### config.mk
export PLATFORM = sky130hd
export DESIGN_NAME = utf8_hangul_jamo_splitter_top
export DESIGN_NICKNAME = d
export VERILOG_FILES = /design/src/uhjs_pkg.sv /design/src/uhjs_jamo_expand.sv /design/src/utf8_hangul_jamo_splitter_top.sv
export SDC_FILE = /design/constraint.sdc
export NUM_CORES = 1
export LEC_CHECK = 0
export BUFFER_PORTS_ARGS = -buffer_cell sky130_fd_sc_hd__buf_2
export CORE_ASPECT_RATIO = 0.6
export CORE_MARGIN = 2
export CORE_UTILIZATION = 52
export DETAILED_ROUTE_END_ITERATION = 8
export PLACE_DENSITY = 0.68
export SETUP_SLACK_MARGIN = 0.05
export SYNTH_ARGS = -nofsm -noshare
export SYNTH_HDL_FRONTEND = slang
export SYNTH_SLANG_ARGS = --single-unit
### constraint.sdc
create_clock -name clk_i -period 7.72 [get_ports clk_i]
set_clock_uncertainty 0.15 [all_clocks]
set_input_delay 1.544 -clock clk_i [delete_from_list [all_inputs] [get_ports clk_i]]
set_output_delay 1.544 -clock clk_i [all_outputs]
set_load 0.01 [all_outputs]
### src/uhjs_pkg.sv
// shared types, constants and jamo tables for the hangul jamo splitter
`timescale 1ns / 1ps
`default_nettype none

package uhjs_pkg;

  localparam logic [1:0] KIND_RAW     = 2'd0;
  localparam logic [1:0] KIND_INITIAL = 2'd1;
  localparam logic [1:0] KIND_MEDIAL  = 2'd2;
  localparam logic [1:0] KIND_FINAL   = 2'd3;

  localparam logic [15:0] SYL_FIRST   = 16'hAC00;
  localparam logic [15:0] SYL_LAST    = 16'hD7A3;
  localparam logic [3:0]  LEAD_3BYTE  = 4'hE;
  localparam logic [13:0] MEDIAL_BASE = 14'h314F;

  // reciprocals: floor(s * RECIP_588 >> 23) == s / 588 for s < 11172,
  // floor(u * RECIP_7 >> 16) == u / 7 for u < 2793
  localparam logic [13:0] RECIP_588 = 14'd14267;
  localparam logic [13:0] RECIP_7   = 14'd9363;

  typedef struct packed {
    logic [7:0] in_byte;
    logic       in_last;
  } uhjs_in_t;

  typedef struct packed {
    logic [1:0]  kind;
    logic [4:0]  jamo_index;
    logic [13:0] code_value;
    logic        out_last;
  } uhjs_out_t;

  // group leaving the window: one syllable or up to three raw bytes
  typedef struct packed {
    logic        is_syl;
    logic [1:0]  nraw;
    logic [7:0]  b0;
    logic [7:0]  b1;
    logic [7:0]  b2;
    logic        last;
    logic [13:0] s;
  } uhjs_grp1_t;

  // group after the reciprocal multiplies
  typedef struct packed {
    logic        is_syl;
    logic [1:0]  nraw;
    logic [7:0]  b0;
    logic [7:0]  b1;
    logic [7:0]  b2;
    logic        last;
    logic [4:0]  ini;
    logic [8:0]  t;
    logic [11:0] u;
    logic [1:0]  s_lo;
  } uhjs_grp2_t;

  function automatic logic [13:0] initial_cp(input logic [4:0] idx);
    logic [13:0] cp;
    case (idx)
      5'd0:    cp = 14'h3131;
      5'd1:    cp = 14'h3132;
      5'd2:    cp = 14'h3134;
      5'd3:    cp = 14'h3137;
      5'd4:    cp = 14'h3138;
      5'd5:    cp = 14'h3139;
      5'd6:    cp = 14'h3141;
      5'd7:    cp = 14'h3142;
      5'd8:    cp = 14'h3143;
      5'd9:    cp = 14'h3145;
      5'd10:   cp = 14'h3146;
      5'd11:   cp = 14'h3147;
      5'd12:   cp = 14'h3148;
      5'd13:   cp = 14'h3149;
      5'd14:   cp = 14'h314A;
      5'd15:   cp = 14'h314B;
      5'd16:   cp = 14'h314C;
      5'd17:   cp = 14'h314D;
      5'd18:   cp = 14'h314E;
      default: cp = 14'h3131;
    endcase
    return cp;
  endfunction

  function automatic logic [13:0] final_cp(input logic [4:0] idx);
    logic [13:0] cp;
    case (idx)
      5'd1:    cp = 14'h3131;
      5'd2:    cp = 14'h3132;
      5'd3:    cp = 14'h3133;
      5'd4:    cp = 14'h3134;
      5'd5:    cp = 14'h3135;
      5'd6:    cp = 14'h3136;
      5'd7:    cp = 14'h3137;
      5'd8:    cp = 14'h3139;
      5'd9:    cp = 14'h313A;
      5'd10:   cp = 14'h313B;
      5'd11:   cp = 14'h313C;
      5'd12:   cp = 14'h313D;
      5'd13:   cp = 14'h313E;
      5'd14:   cp = 14'h313F;
      5'd15:   cp = 14'h3140;
      5'd16:   cp = 14'h3141;
      5'd17:   cp = 14'h3142;
      5'd18:   cp = 14'h3144;
      5'd19:   cp = 14'h3145;
      5'd20:   cp = 14'h3146;
      5'd21:   cp = 14'h3147;
      5'd22:   cp = 14'h3148;
      5'd23:   cp = 14'h314A;
      5'd24:   cp = 14'h314B;
      5'd25:   cp = 14'h314C;
      5'd26:   cp = 14'h314D;
      5'd27:   cp = 14'h314E;
      default: cp = 14'h0000;
    endcase
    return cp;
  endfunction

endpackage

`default_nettype wire

### src/uhjs_jamo_expand.sv
// turns one decoded group into its list of up to three result items
`timescale 1ns / 1ps
`default_nettype none

module uhjs_jamo_expand
  import uhjs_pkg::*;
(
  input  uhjs_grp2_t            grp_i,
  output uhjs_out_t [2:0]       res_o,
  output logic      [1:0]       cnt_o
);

  logic [9:0]  med_w;
  logic [11:0] rem_w;
  logic [4:0]  med;
  logic [4:0]  fin;
  logic        has_fin;

  // remainders from the registered quotients
  assign med_w   = 10'(grp_i.t) - 10'(grp_i.ini) * 10'd21;
  assign rem_w   = grp_i.u - 12'(grp_i.t) * 12'd7;
  assign med     = med_w[4:0];
  assign fin     = {rem_w[2:0], grp_i.s_lo};
  assign has_fin = (fin != 5'd0);

  always_comb begin
    if (grp_i.is_syl) begin
      res_o[0] = '{kind: KIND_INITIAL, jamo_index: grp_i.ini,
                   code_value: initial_cp(grp_i.ini), out_last: 1'b0};
      res_o[1] = '{kind: KIND_MEDIAL, jamo_index: med,
                   code_value: MEDIAL_BASE + 14'(med),
                   out_last: grp_i.last && !has_fin};
      res_o[2] = '{kind: KIND_FINAL, jamo_index: fin,
                   code_value: final_cp(fin), out_last: grp_i.last};
      cnt_o    = has_fin ? 2'd3 : 2'd2;
    end else begin
      res_o[0] = '{kind: KIND_RAW, jamo_index: 5'd0, code_value: 14'(grp_i.b0),
                   out_last: grp_i.last && (grp_i.nraw == 2'd1)};
      res_o[1] = '{kind: KIND_RAW, jamo_index: 5'd0, code_value: 14'(grp_i.b1),
                   out_last: grp_i.last && (grp_i.nraw == 2'd2)};
      res_o[2] = '{kind: KIND_RAW, jamo_index: 5'd0, code_value: 14'(grp_i.b2),
                   out_last: grp_i.last && (grp_i.nraw == 2'd3)};
      cnt_o    = grp_i.nraw;
    end
  end

endmodule

`default_nettype wire

### src/utf8_hangul_jamo_splitter_top.sv
// UTF-8 byte stream in, hangul syllables split into jamo items out
//
// Takes one UTF-8 byte per cycle into a three-byte window. A full window whose
// head is a three-byte lead decoding to 0xAC00..0xD7A3 leaves as initial,
// medial and (when nonzero) final jamo items; otherwise the head byte leaves
// raw. in_last flushes whatever the window holds. A byte is taken every cycle
// while the output drains one item per cycle; the group that a byte completes
// passes through g1, g2 and the result register before its first item appears.
// Output bandwidth sets the pace: a group of k items (a syllable or an
// end-of-text flush) holds the output until all k have left, so when the bytes
// behind it yield items right away the input is held.
`timescale 1ns / 1ps
`default_nettype none

module utf8_hangul_jamo_splitter_top
  import uhjs_pkg::*;
(
  input  logic      clk_i,
  input  logic      rst_ni,
  input  logic      in_valid_i,
  output logic      in_stall_o,
  input  uhjs_in_t  in_data_i,
  output logic      out_valid_o,
  input  logic      out_stall_i,
  output uhjs_out_t out_data_o
);

  // window
  logic [7:0] win0_q, win0_d, win1_q, win1_d;
  logic [1:0] wcnt_q, wcnt_d;

  logic [7:0]  b0, b1, b2;
  logic [1:0]  n;
  logic [15:0] cp;
  logic [15:0] s_w;
  logic        syl;
  logic        grp_valid;
  uhjs_grp1_t  grp;

  // pipeline
  logic       g1_valid_q, g1_valid_d;
  uhjs_grp1_t g1_q;
  logic       g2_valid_q, g2_valid_d;
  uhjs_grp2_t g2_q, g2_d;

  logic [27:0] ini_prod;
  logic [25:0] t_prod;

  // result shift register
  uhjs_out_t [2:0] res_q, res_d;
  logic      [1:0] rcnt_q, rcnt_d;
  uhjs_out_t [2:0] exp_res;
  logic      [1:0] exp_cnt;

  logic take, load_ok, g2_free, g1_free, accept;

  assign take    = (rcnt_q != 2'd0) && !out_stall_i;
  assign load_ok = (rcnt_q == 2'd0) || ((rcnt_q == 2'd1) && !out_stall_i);
  assign g2_free = !g2_valid_q || load_ok;
  assign g1_free = !g1_valid_q || g2_free;
  assign accept  = in_valid_i && g1_free;

  assign in_stall_o  = !g1_free;
  assign out_valid_o = (rcnt_q != 2'd0);
  assign out_data_o  = res_q[0];

  // window plus the new byte
  always_comb begin
    b0 = (wcnt_q == 2'd0) ? in_data_i.in_byte : win0_q;
    b1 = (wcnt_q == 2'd0) ? 8'd0 : ((wcnt_q == 2'd1) ? in_data_i.in_byte : win1_q);
    b2 = (wcnt_q == 2'd2) ? in_data_i.in_byte : 8'd0;
    n  = (wcnt_q == 2'd2) ? 2'd3 : wcnt_q + 2'd1;
    cp = {b0[3:0], b1[5:0], b2[5:0]};
    syl = (n == 2'd3) && (b0[7:4] == LEAD_3BYTE) && (cp >= SYL_FIRST) && (cp <= SYL_LAST);
    s_w = cp - SYL_FIRST;
  end

  always_comb begin
    grp.is_syl = syl;
    grp.b0     = b0;
    grp.b1     = b1;
    grp.b2     = b2;
    grp.last   = in_data_i.in_last;
    grp.s      = s_w[13:0];
    grp.nraw   = n;
    grp_valid  = 1'b0;
    win0_d     = win0_q;
    win1_d     = win1_q;
    wcnt_d     = wcnt_q;
    if (accept) begin
      if (syl || in_data_i.in_last) begin
        grp_valid = 1'b1;
        win0_d    = 8'd0;
        win1_d    = 8'd0;
        wcnt_d    = 2'd0;
      end else if (n == 2'd3) begin
        // head byte leaves raw, window slides by one
        grp_valid = 1'b1;
        grp.nraw  = 2'd1;
        win0_d    = b1;
        win1_d    = b2;
        wcnt_d    = 2'd2;
      end else begin
        win0_d = b0;
        win1_d = b1;
        wcnt_d = n;
      end
    end
  end

  // quotients s / 588 and (s / 4) / 7 by reciprocal multiply
  assign ini_prod = 28'(g1_q.s) * 28'(RECIP_588);
  assign t_prod   = 26'(g1_q.s[13:2]) * 26'(RECIP_7);

  always_comb begin
    g2_d.is_syl = g1_q.is_syl;
    g2_d.nraw   = g1_q.nraw;
    g2_d.b0     = g1_q.b0;
    g2_d.b1     = g1_q.b1;
    g2_d.b2     = g1_q.b2;
    g2_d.last   = g1_q.last;
    g2_d.ini    = ini_prod[27:23];
    g2_d.t      = t_prod[24:16];
    g2_d.u      = g1_q.s[13:2];
    g2_d.s_lo   = g1_q.s[1:0];
  end

  uhjs_jamo_expand u_expand (
    .grp_i (g2_q),
    .res_o (exp_res),
    .cnt_o (exp_cnt)
  );

  always_comb begin
    g1_valid_d = g1_free ? (accept && grp_valid) : g1_valid_q;
    g2_valid_d = g2_free ? g1_valid_q : g2_valid_q;
    res_d      = res_q;
    rcnt_d     = rcnt_q;
    if (g2_valid_q && load_ok) begin
      res_d  = exp_res;
      rcnt_d = exp_cnt;
    end else if (take) begin
      res_d[0] = res_q[1];
      res_d[1] = res_q[2];
      rcnt_d   = rcnt_q - 2'd1;
    end
  end

  always_ff @(posedge clk_i or negedge rst_ni) begin
    if (!rst_ni) begin
      win0_q     <= 8'd0;
      win1_q     <= 8'd0;
      wcnt_q     <= 2'd0;
      g1_valid_q <= 1'b0;
      g2_valid_q <= 1'b0;
      rcnt_q     <= 2'd0;
    end else begin
      win0_q     <= win0_d;
      win1_q     <= win1_d;
      wcnt_q     <= wcnt_d;
      g1_valid_q <= g1_valid_d;
      g2_valid_q <= g2_valid_d;
      rcnt_q     <= rcnt_d;
    end
  end

  always_ff @(posedge clk_i) begin
    if (accept && grp_valid) begin
      g1_q <= grp;
    end
    if (g2_free && g1_valid_q) begin
      g2_q <= g2_d;
    end
    res_q <= res_d;
  end

endmodule

`default_nettype wire

* After elaboration in Yosys (flattened, before gate mapping) *
Memories as Yosys holds them, arrays and structs flattened. A register that Yosys moved wholly into a read port is not among the register bits.
Cells that the tools add are included.
W data, S select, Z words.

operators by class
  add/sub/neg operators = 6
  multipliers = 4
  $lt $le $gt $ge = 2
  equal/unequal tests = 8
  multiplexer cells = 25
  reductions and logical operators = 27

operators with widths
  operator                  number
  $mux W44                  2
  $mux W66                  1
  $mux W8                   8
  $mul A14 B14 Y28 const B  1
  $mul A12 B14 Y25 const B  1
  $mux W2                   9
  $ge A16 B16 Y1 const B    1
  $le A16 B16 Y1 const B    1
  $add A13 B6 Y14 const A   1
  $sub A14 B14 Y14 const B  1
  $logic_and A1 B1 Y1       13
  $mul A9 B3 Y3 const B     1
  $eq A2 B2 Y1 const B      4
  $eq A2 B1 Y1 const B      3
  $logic_not A1 Y1          5
  $mul A5 B5 Y5 const B     1
  $mux W5                   1
  $reduce_bool A5 Y1        1
  $sub A5 B5 Y5             1
  $eq A4 B4 Y1 const B      1
  $logic_not A2 Y1          2
  $logic_or A1 B1 Y1        4
  $mux W1                   4
  $reduce_bool A2 Y1        2
  3 further kinds           3

storage, ports and cells
  register bits after elaboration = 177
  bits in read-only memories = 544
  bits of input ports = 13
  output and inout bits = 24
  logic and storage cells = 110
  memories = 2

memories
  memory           words  bits a word  rd ports  clocked after memory_dff  write ports  RTL line        source
  (no name shown)  32     10           1         0                         0            uhjs_pkg.sv:88  case (idx)
  (no name shown)  32     7            1         1                         0            uhjs_pkg.sv:61  case (idx)

* Longest topological paths before layout *
  word-level depth = 10
  depth in mapped cells = 25
  depth with buffers taken out = 25

* Cells and area by module *
From an unflattened synthesis, not the netlist that was laid out.

second synthesis, totals
  cells, all modules = 1,361
  area total of the unflattened synthesis = 14,582.7 sq um

modules (own cells, without submodules)
  module                         instances  cells each  area each (sq um)  seq. area each (sq um)
  utf8_hangul_jamo_splitter_top  1          1,133       12,969.9           4,874.7
  uhjs_jamo_expand               1          228         1,612.8            0.0

* Worst setup path after synthesis *
OpenSTA, ideal clock, no wires.

  path type = register to register
  start = reg g1_q[18] in the netlist's numbering
  end = reg with a tool-made name
  library setup time = 58 ps
  data arrival time = 6,047 ps
  setup slack = 1,465 ps
  cell stages (with the launch flop) = 25
  period minus slack after synthesis = 6,255 ps
  cell sequence = edfxtp_1 > inv_1 > fa_1 > inv_1 > ha_1 > inv_1 > fa_1 > inv_1 > fa_1 > fa_1 > inv_1 > fa_1 > inv_1 > ha_1 > nand2_1 > nor2_1 > o211ai_1 > a31o_2 > and3_1 > o31a_1 > ha_1 > inv_1 > mux2_2 > mux2i_1 > o22a_1

RTL lines
  what                      RTL line                              source
  start: declaration        utf8_hangul_jamo_splitter_top.sv:42   uhjs_grp1_t g1_q;
  start signal: assignment  utf8_hangul_jamo_splitter_top.sv:169  g1_q <= grp;

==> results.sh <==
export IMPL_status="finished clean"
export IMPL_hold_end="g2_q[55]$_DFFE_PP_"
export IMPL_rows=44
export IMPL_cts_resized=0
export IMPL_die_area_um2=26180
export IMPL_cts_root_buf="clkbuf_16"
export IMPL_grt_max_degree=60
export IMPL_min_period_ns=6.875
export IMPL_synth_warnings=0
export IMPL_grt_pass1_wl_um=46840
export IMPL_initialDrtViolationCount=769
export IMPL_hp_start="g1_q[41]$_DFFE_PP_"
export IMPL_maxCapViolations=0
export IMPL_setup_viol_count_final=0
export IMPL_synth_flop_cell="edfxtp_1"
export IMPL_crit_top_cell="inv_1"
export IMPL_setup_slack_ns=0.8452
export IMPL_slew_violations=0
export IMPL_ys_seq_area_frac=0.3307
export IMPL_die_x_um=207.5
export IMPL_pre_cts_ws_ns=0.9543
export IMPL_htreeDepth=4
export IMPL_firstDrtPassIters=7
export IMPL_path_clk_slew_ns=0.06
export IMPL_drtAntennaViolNets=0
export IMPL_drive_above_1_share=0.09312
export IMPL_start_kind="flip-flop"
export IMPL_async_flop_share=0.1486
export IMPL_place_congestion=0.9473
export IMPL_dpl_instance_area_um2=13310
export IMPL_wl_per_cell_um=19.20
export IMPL_cts_buffer_depth=2
export IMPL_synth_cells=1159
export IMPL_fin_crit_sh=0.8905
export IMPL_grt_pass1_vias=8226
export IMPL_crit_fanout=9
export IMPL_via_per_inst=5.362
export IMPL_io_buffers=33
export IMPL_tns_ns=0
export IMPL_hold_path_class="flip-flop to flip-flop"
export IMPL_antenna_found_initial=0
export IMPL_synth_seq_cells=148
export IMPL_endpoint_kind="flip-flop"
export IMPL_synth_distinct_cells=69
export IMPL_cts_hold_buffers=0
export IMPL_die_y_um=126.1
export IMPL_drc=0
export IMPL_postSynthAreaPerCell_um2=11.15
export IMPL_worstPathCellList="inv_1 -> fa_1 -> inv_1 -> ha_1 -> inv_1 -> fa_1 -> inv_1 -> fa_1 -> fa_1 -> inv_1 -> fa_1 -> inv_1 -> ha_1 -> o21ai_0 -> o21ai_0 -> o211ai_1 -> a311oi_1 -> nor3_1 -> a22oi_4 -> mux2_2 -> mux2i_1 -> o22a_1"
export IMPL_grt_total_usage=0.2353
export IMPL_num_antenna_cells=0
export IMPL_rr_worst_depth=22
export IMPL_hold_depth=0
export IMPL_cts_tree="yes"
export IMPL_dp_hpwl_um=23120
export IMPL_relSlewSlack=0.2430
export IMPL_crit_family="adder cells"
export IMPL_syn_area_um2=12930
export IMPL_cts_setup_buffers=0
export IMPL_final_fill_count=2022
export IMPL_fmax_mhz=145.5
export IMPL_path_buf_inv=6
export IMPL_area_growth_pct=7.512
export IMPL_r2r_slack_ns=0.85
export IMPL_stdcell_area_um2=13900
export IMPL_multi_input_area_um2=7528
export IMPL_core_area_um2=24280
export IMPL_finish_utilization=0.5724
export IMPL_hold_viol=0
export IMPL_path_class="flip-flop to flip-flop"
export IMPL_worstMarginPinSlew_ns=1.131
export IMPL_clk_latency_ns=0.42
export IMPL_cts_made_buffers=17
export IMPL_rsz0062_at_grt="false"
export IMPL_io_pins=37
export IMPL_via_count=8118
export IMPL_arrival_ns=7.09
export IMPL_cp_data_required_time_ns=7.93
export IMPL_r2r_start="g1_q[19]$_DFFE_PP_"
export IMPL_max_stage_delay_ns=0.64
export IMPL_fin_nets=1505
export IMPL_grt_overflow_total=0
export IMPL_path_depth=22
export IMPL_routed_wl_um=29070
export IMPL_initial_core_util=0.5324
export IMPL_synth_edff_count=120
export IMPL_seq_area_um2=4274
export IMPL_critical_path_slowest_cell="edfxtp_1"
export IMPL_numClockSinks=148
==> state kept, by name, indices dropped and copies added, names as in the netlist, named ones only <==
| name | flops |
|---|---|
| rcnt_q | 2 |
| out_data_o | 17 |
| wcnt_q | 2 |
| res_q | 33 |
| g2_q | 38 |
| g1_q | 32 |
| win0_q | 8 |
| win1_q | 8 |
| g1_valid_q | 1 |
| g2_valid_q | 1 |
==> Yosys cell counts (6+ instances only) <==
cell type / n / area share
inv_1: 226 / 0.066
ha_1: 193 / 0.19
edfxtp_1: 120 / 0.28
fa_1: 120 / 0.19
nand2_1: 81 / 0.024
o21ai_0: 51 / 0.020
nor2_1: 47 / 0.014
a21oi_1: 33 / 0.013
buf_4: 28 / 0.016
mux2i_1: 26 / 0.020
xnor2_1: 23 / 0.016
dfrtp_1: 22 / 0.043
nand3_1: 19 / 0.0074
mux2_2: 13 / 0.011
a22o_1: 10 / 0.0068
clkbuf_1: 9 / 0.0026
xor2_1: 9 / 0.0061
a22o_2: 8 / 0.0062
nand4_1: 8 / 0.0039
o31ai_1: 8 / 0.0046
dfxtp_1: 6 / 0.0093
nand2b_1: 6 / 0.0029
==> routing by layer <==
layer	track usage	up-vias	wire [um]
li1	-	3916	-
met1	0.3881	3889	15450
met2	0.2904	298	10390
met3	0.08529	15	3073
met4	0.03361	0	154
met5	0	-	0
==> logic make-up (layout without fill, tap and decap cells) <==
group,after synthesis,in the layout,share of synthesized area
adders and majority gates,313,313,0.3727
buffers and inverters,272,303,0.08876
and+or+nand+nor,190,190,0.06727
AOI/OAI and AO/OA,163,163,0.08605
DFF,148,148,0.3307
muxes,40,40,0.03262
xor gates and xnor gates,32,32,0.02168
other,1,3,0.0002901
==> worst max path at each step <==
stage / from / endpoint / slack (ns)
floorplan: g1_q[18]$_DFFE_PP_ / flip-flop / 1.47
global placement: g1_q[24]$_DFFE_PP_ / flip-flop / 1.06
detailed placement: g1_q[24]$_DFFE_PP_ / flip-flop / 0.95
CTS: g1_q[24]$_DFFE_PP_ / flip-flop / 0.92
global route: g1_q[19]$_DFFE_PP_ / flip-flop / 0.50
finish: g1_q[19]$_DFFE_PP_ / flip-flop / 0.85
==> cells in the final DEF, fill, tap and decap left out, drive strengths merged, types with 8 or more instances in the layout <==
master / n
ha: 193
fa: 120
o21ai: 51
clkinv: 9
nand2: 81
clkbuf: 19
buf: 44
inv: 227
a22o: 18
edfxtp: 120
nor2: 47
dfrtp: 22
nand4: 8
a21oi: 33
xor2: 9
mux2i: 26
nand3: 20
o31ai: 9
mux2: 14
xnor2: 23
==> metrics by stage <==
| step | std cells | hold WS (ns) |
|---|---|---|
| 5_1_grt | 1514 | 0.2772 |
| 2_1_floorplan | 1161 | 0.2503 |
| 4_1_cts | 1514 | 0.2692 |
| 3_3_place_gp | 1482 | 0.2549 |
| 6_report | 1514 | 0.2689 |
| 3_5_place_dp | 1482 | 0.2545 |
==> area by class of cell <==
class	count	area share
clock buffers	19	0.03115
multi-input cells	741	0.5417
repair buffers	44	0.01783
well taps	322	0.02899
clock inverters	13	0.01143
flip-flops and latches	148	0.3076
inverters	227	0.06131
Power is left out: the tool's default activity adds up to more than one toggle a clock period on the data nets, which glitch-free logic cannot reach.
